===== src/rtl/core/erv_pkg.sv =====
// Package: shared types and constants for the Euler rotation datapath.
`timescale 1ns / 1ps
package erv_pkg;

  // CORDIC setup
  localparam int Steps     = 28;
  localparam int CoefFrac  = 30;
  localparam int CoefBits  = 34;   // signed Q2.30 with headroom
  localparam int ResBits   = 32;   // residual angle
  localparam int PhaseBits = 32;

  localparam logic signed [CoefBits-1:0] CordicGain = 34'sd652032874;
  localparam logic signed [CoefBits-1:0] CoefOne    = 34'sd1073741824;

  // quadrant codes
  typedef enum logic [1:0] {
    QUAD_0 = 2'd0,
    QUAD_1 = 2'd1,
    QUAD_2 = 2'd2,
    QUAD_3 = 2'd3
  } quad_t;

  // state handed from one CORDIC cell to the next
  typedef struct packed {
    logic signed [CoefBits-1:0] x;
    logic signed [CoefBits-1:0] y;
    logic signed [ResBits-1:0]  z;
    quad_t                      quad;
    logic                       exact;   // angle is a whole quadrant
  } cordic_t;

  // arctangent of 2^-i in phase units (2^32 per turn)
  function automatic logic signed [ResBits-1:0] atan_turn(input logic [4:0] i);
    logic signed [ResBits-1:0] r;
    begin
      case (i)
        5'd0:  r = 32'sd536870912;
        5'd1:  r = 32'sd316933406;
        5'd2:  r = 32'sd167458907;
        5'd3:  r = 32'sd85004756;
        5'd4:  r = 32'sd42667331;
        5'd5:  r = 32'sd21354465;
        5'd6:  r = 32'sd10679838;
        5'd7:  r = 32'sd5340245;
        5'd8:  r = 32'sd2670163;
        5'd9:  r = 32'sd1335087;
        5'd10: r = 32'sd667544;
        5'd11: r = 32'sd333772;
        5'd12: r = 32'sd166886;
        5'd13: r = 32'sd83443;
        5'd14: r = 32'sd41722;
        5'd15: r = 32'sd20861;
        5'd16: r = 32'sd10430;
        5'd17: r = 32'sd5215;
        5'd18: r = 32'sd2608;
        5'd19: r = 32'sd1304;
        5'd20: r = 32'sd652;
        5'd21: r = 32'sd326;
        5'd22: r = 32'sd163;
        5'd23: r = 32'sd81;
        5'd24: r = 32'sd41;
        5'd25: r = 32'sd20;
        5'd26: r = 32'sd10;
        5'd27: r = 32'sd5;
        default: r = '0;
      endcase
      return r;
    end
  endfunction

endpackage


===== src/rtl/core/erv_cordic_cell.sv =====
// One CORDIC micro-rotation cell of the sine/cosine chain.
`timescale 1ns / 1ps
module erv_cordic_cell #(
  parameter int STEP = 0
) (
  input  logic             clk,
  input  logic             en,
  input  erv_pkg::cordic_t din,
  output erv_pkg::cordic_t dout
);

  localparam logic [4:0] StepIdx = 5'(STEP);

  erv_pkg::cordic_t nxt;

  // rotate toward zero residual angle
  always_comb begin
    nxt = din;
    if (!din.z[erv_pkg::ResBits-1]) begin
      nxt.x = din.x - (din.y >>> STEP);
      nxt.y = din.y + (din.x >>> STEP);
      nxt.z = din.z - erv_pkg::atan_turn(StepIdx);
    end else begin
      nxt.x = din.x + (din.y >>> STEP);
      nxt.y = din.y - (din.x >>> STEP);
      nxt.z = din.z + erv_pkg::atan_turn(StepIdx);
    end
  end

  always_ff @(posedge clk) begin
    if (en) begin
      dout <= nxt;
    end
  end

endmodule


===== config.mk =====
export PLATFORM = sky130hd
export DESIGN_NAME = erv_cordic_cell
export DESIGN_NICKNAME = d
export VERILOG_FILES = /design/src/rtl/core/erv_pkg.sv /design/src/rtl/core/erv_cordic_cell.sv
export SDC_FILE = /design/constraint.sdc
export NUM_CORES = 1
export LEC_CHECK = 0
export BUFFER_PORTS_ARGS = -buffer_cell sky130_fd_sc_hd__buf_2
export CORE_ASPECT_RATIO = 1.2
export CORE_UTILIZATION = 45
export CTS_BUF_LIST = sky130_fd_sc_hd__clkbuf_4
export DETAILED_ROUTE_END_ITERATION = 16
export PLACE_DENSITY_LB_ADDON = 0.05
export SLEW_MARGIN = 10
export SYNTH_ARGS = -nofsm -noshare
export SYNTH_HDL_FRONTEND = slang
export SYNTH_SLANG_ARGS = --single-unit

===== constraint.sdc =====
create_clock -name clk -period 4.1 [get_ports clk]
set_input_delay 0.615 -clock clk [delete_from_list [all_inputs] [get_ports clk]]
set_output_delay 0.615 -clock clk [all_outputs]
set_load 0.05 [all_outputs]

Word level (Yosys, flattened, before mapping). Index checks and enable logic that the tools add are counted.

Bits in registers: 103. Bits of input ports: 105. Output and inout port bits: 103. Word-level logic and storage cells: 11.

Add/sub/neg operators: 5. Multiplexer cells: 1.

Operator list (count): 100-bit 2-to-1 mux (1); 34-bit subtractor (2); 34-bit adder (1); 32-bit by 31-bit adder with 32-bit output, second input constant (1); 32-bit by 31-bit subtractor with 32-bit output, second input constant (1).

Logic depth before layout (Yosys ltp).
Depth after elaboration: 2. Mapped depth: 12. Depth with buffers taken out: 12.

Worst setup path after synthesis. OpenSTA, ideal clock, no wires.

Kind: input to register. Start: in din[44] (netlist bit). End: reg dout[101] (netlist bit) (data pin). Setup time: 0.268 ns. Arrival: 2.928 ns. Data required time: 3.832 ns. Path slack: 0.904 ns. Cell stages on the path: 10. Buffers on the path: 0. Cell sequence: inv_1 -> ha_1 -> or3_4 -> a2111oi_4 -> o2111ai_1 -> and3_1 -> o41a_1 -> o41ai_2 -> a22oi_1 -> xor2_1.

RTL lines: start, declared (RTL line erv_cordic_cell.sv:8) `input erv_pkg::cordic_t din,`; end signal, assigned (RTL line erv_cordic_cell.sv:32) `dout <= nxt;`; end, declared (RTL line erv_cordic_cell.sv:9) `output erv_pkg::cordic_t dout`.

==> results.txt <==
The internal power of the cells is 2.01 mW. The via-per-instance ratio is 5.53. Of the cells placed in the final design, the portion with a size suffix greater than 1 is 0.226.

Once the clock tree was built, the resizer swapped 0 gates to a different size. The number of iterations in the first detailed-routing pass is 6. The clock transition at the registers of the reported paths came out at ~0.2 ns. The initial utilization of the core area, before any placement, comes to 0.458. The final hold violation count is 0. The number of setup buffers added after CTS is 0.

The area after detailed placement came out at 10300 um2. More flip-flops sit in one register than any other, and that register is dout. After detailed routing, the number of remaining DRC violations is 0.

The total number of placement rows came out at 56. Yosys mapped the design onto 75 distinct sky130hd cell types. The worst setup path is captured at a flop.

Of the total power, combinational logic draws 0.471. The length of routed met2 wiring is roughly 13000 um. The routed metal-1 wirelength came out at 11600 um.

The count of mapped cells out of synthesis came out at 984. The count of pins on the block boundary came out at between 200 and 250. Walking the worst path, the cells encountered are buf_2 > inv_1 > ha_1 > inv_1 > a21oi_1 > o221ai_1 > o21ai_0 > o21ai_1 > a311o_1 > a311oi_1 > mux2i_1 > xnor2_1. The number of hold buffers added after CTS was 0. The leakage component of the power came out at 4.72 nW. The post-synthesis area per instance is 9.07 um2. The count of final max-slew check failures is 0. The routed wire length on met3 is 1420 um. The switching part of the total power came out at 0.457. The number of buffers inserted during clock tree synthesis is 9. Among all flip-flop cells after synthesis, the most frequent one is edfxtp_1.

The number of global-route vias before repair came out at 7730. The final weighted congestion in routability-driven placement is 0.935. The commonest non-fill, non-tap cell in the layout is buf_2. The total global routing overflow is 0. The switching power of the nets came out at between 1.5 and 2 mW. The width of the chip is 131 um.

The achievable frequency came out at 302 MHz. The maximum ir drop on the vdd rail is around 0.00016 V. The clock share of power came out at 0.156. The cell area after synthesis came out at 8920 um2. The tightest min-delay check is of the primary input to flop type. The final critical path time including I/O delays and setup came out at 3.32 ns. The launching element type of the critical path is a primary input.

The per-cell routed wire length came out at 18.5 um. Setup repair after global routing left no endpoint under its margin. TritonCTS built the clock tree. The tree is rooted in a clkbuf_4. In this design, the stage delay of the slowest critical-path cell is 0.65 ns. The power per cell area came out at 353 nW/um2. Data on the critical path arrives at its endpoint at 3.59 ns. The area of the die is 20400 um2. The maximum fanout along the worst path came out at 15. The placeable core region is around 19000 um2.

The largest registers in the layout are dout (102). Counting flops and latches in the post-synthesis netlist gives a little over 100. The number of maximum-capacitance constraint violations is 0. The sequential share of power is 0.373.

The highest routing layer actually used is met4. Dividing the final minimum period by the clock period gives 0.809. By startpoint and endpoint, the worst setup path is classified as primary input to flop.

Leaving out fill and tap cells, the most frequent cells in the layout are buf_2, a21oi_1, edfxtp_1. STA puts the critical path data required time at 4.38 ns. The proportion of register bits with asynchronous set or reset after synthesis came out at 0.

The number of nets in the finished design is 1396. The sum of negative setup slack came out at 0 ns. The flip-flop count of the largest register, all copies and words added is 102.

The HPWL after detailed placement is between 20000 and 25000 um. The final design instance area without fill is between 10000 and 15000 um2. The number of sinks handled by clock tree synthesis came out at between 100 and 150.

The relative slew slack is 0.354. The sequential share of the synthesized area came out at 0.343. The number of antenna-violating nets in the routed design is 0.

Setup violations remaining at the end of the flow were counted as 0. At the pin with the least slew margin, the transition time is between 0.9 and 1 ns. The area added between synthesis and finish came out at 17.5%. The number of antenna violations at the first check in global routing was 1. The overall routing resource usage came out at 0.264. The number of nets in the synthesized netlist is 1192. The number of enable-type register cells in the synthesized netlist came out at 102. The number of buffers on the longest clock path is 2. The final layout contains routed wiring with a total length of roughly 27000 um.

The count of input and output buffers came out at 207. The maximum number of pins on one net before global-route repair came out at 82. The run finished with clean final reports. The count of routing violations after the opening detailed-route iteration came out at between 400 and 500. The die extent in y is 156 um.

The number of H-tree levels came out at 3. The worst-path cell with the longest stage delay is ha_1. The via total after detailed routing came out at 8043. The first-pass GRT wire length is 41000 um. Among the stages of the critical path, the cell type that occurs most often is inv_1. Yosys printed 0 warnings.
==> power by group through the flow <==
| stage | Sequential, mW | Clock [mW] | Combinational, mW |
|---|---|---|---|
| 3_3_place_gp | 1.40 | 0 | 1.73 |
| 2_1_floorplan | 1.92 | 0 | 0.722 |
| 3_5_place_dp | 1.41 | 0 | 1.73 |
| 4_1_cts | 1.38 | 0.603 | 1.74 |
| 6_report | 1.38 | 0.579 | 1.74 |
| 5_1_grt | 1.40 | 0.637 | 1.86 |
==> metal layers <==
metal | vias up | global-route usage
met5 | - | 0
met4 | 0 | 0.110
met3 | 63 | 0.0338
met2 | 302 | 0.450
met1 | 3734 | 0.333
li1 | 3944 | -
==> cells in the mapped netlist, drive strengths merged, types with 9 or more instances <==
library cell / number / area [um2]
clkbuf: 29 / 109
buf: 16 / 95.1
o21bai: 16 / 120
ha: 99 / 1240
nand4: 12 / 75.1
inv: 98 / 368
o21ai: 73 / 369
edfxtp: 102 / 3060
mux2i: 24 / 240
o211ai: 9 / 67.6
a211oi: 9 / 67.6
nand2b: 9 / 56.3
nor2b: 14 / 87.6
nand3: 9 / 45.0
nor3: 14 / 70.1
a21o: 20 / 150
a21oi: 115 / 579
xnor2: 59 / 517
nand2: 53 / 199
nor2: 75 / 289
==> critical path: cells and delay by family <==
| family | cells | cell delay [ns] |
|---|---|---|
| buf+inv | 3 | 0.27 |
| fa+ha+maj | 1 | 0.65 |
| xor+xnor | 1 | 0.16 |
| compound gates | 6 | 1.73 |
| mux | 1 | 0.15 |
==> cell families after synthesis <==
| group | share of synthesized area |
|---|---|
| AO/OA/AOI/OAI | 0.229 |
| adder cells (fa/ha/maj) | 0.148 |
| AND/OR/NAND/NOR | 0.123 |
| flip-flops | 0.343 |
| XOR/XNOR | 0.0648 |
| multiplexers | 0.0269 |
| buffers and inverters | 0.0649 |
==> final cells by class <==
type / count / area, um2
Antenna cell: 1 / 2.50
Clock buffer: 9 / 67.6
Clock inverter: 7 / 86.3
Fill cell: 1899 / 8990
Inverter: 100 / 375
Multi-Input combinational cell: 737 / 5280
Sequential cell: 102 / 3060
Tap cell: 261 / 327
Timing Repair Buffer: 238 / 1280
==> through the flow <==
stage	util	hold WS [ns]	worst slack (ns)	total power [mW]	instances
floorplan	-	0.714	0.904	2.65	984
finish	0.538	0.262	0.785	3.70	1455
global placement	0.530	0.791	0.338	3.14	1438
global route	0.538	0.202	0.687	3.89	1455
detailed placement	0.530	0.793	0.308	3.14	1438
CTS	0.538	0.224	0.898	3.72	1454
==> final timing paths <==
path | start | end | slack, ns | cells past startpoint
worst min-delay path | din[2] | dout[2] | 0.26 | 1
worst max-delay path | din[41] | dout[65] | 0.78 | 12
(Power assumes the default switching activity.)
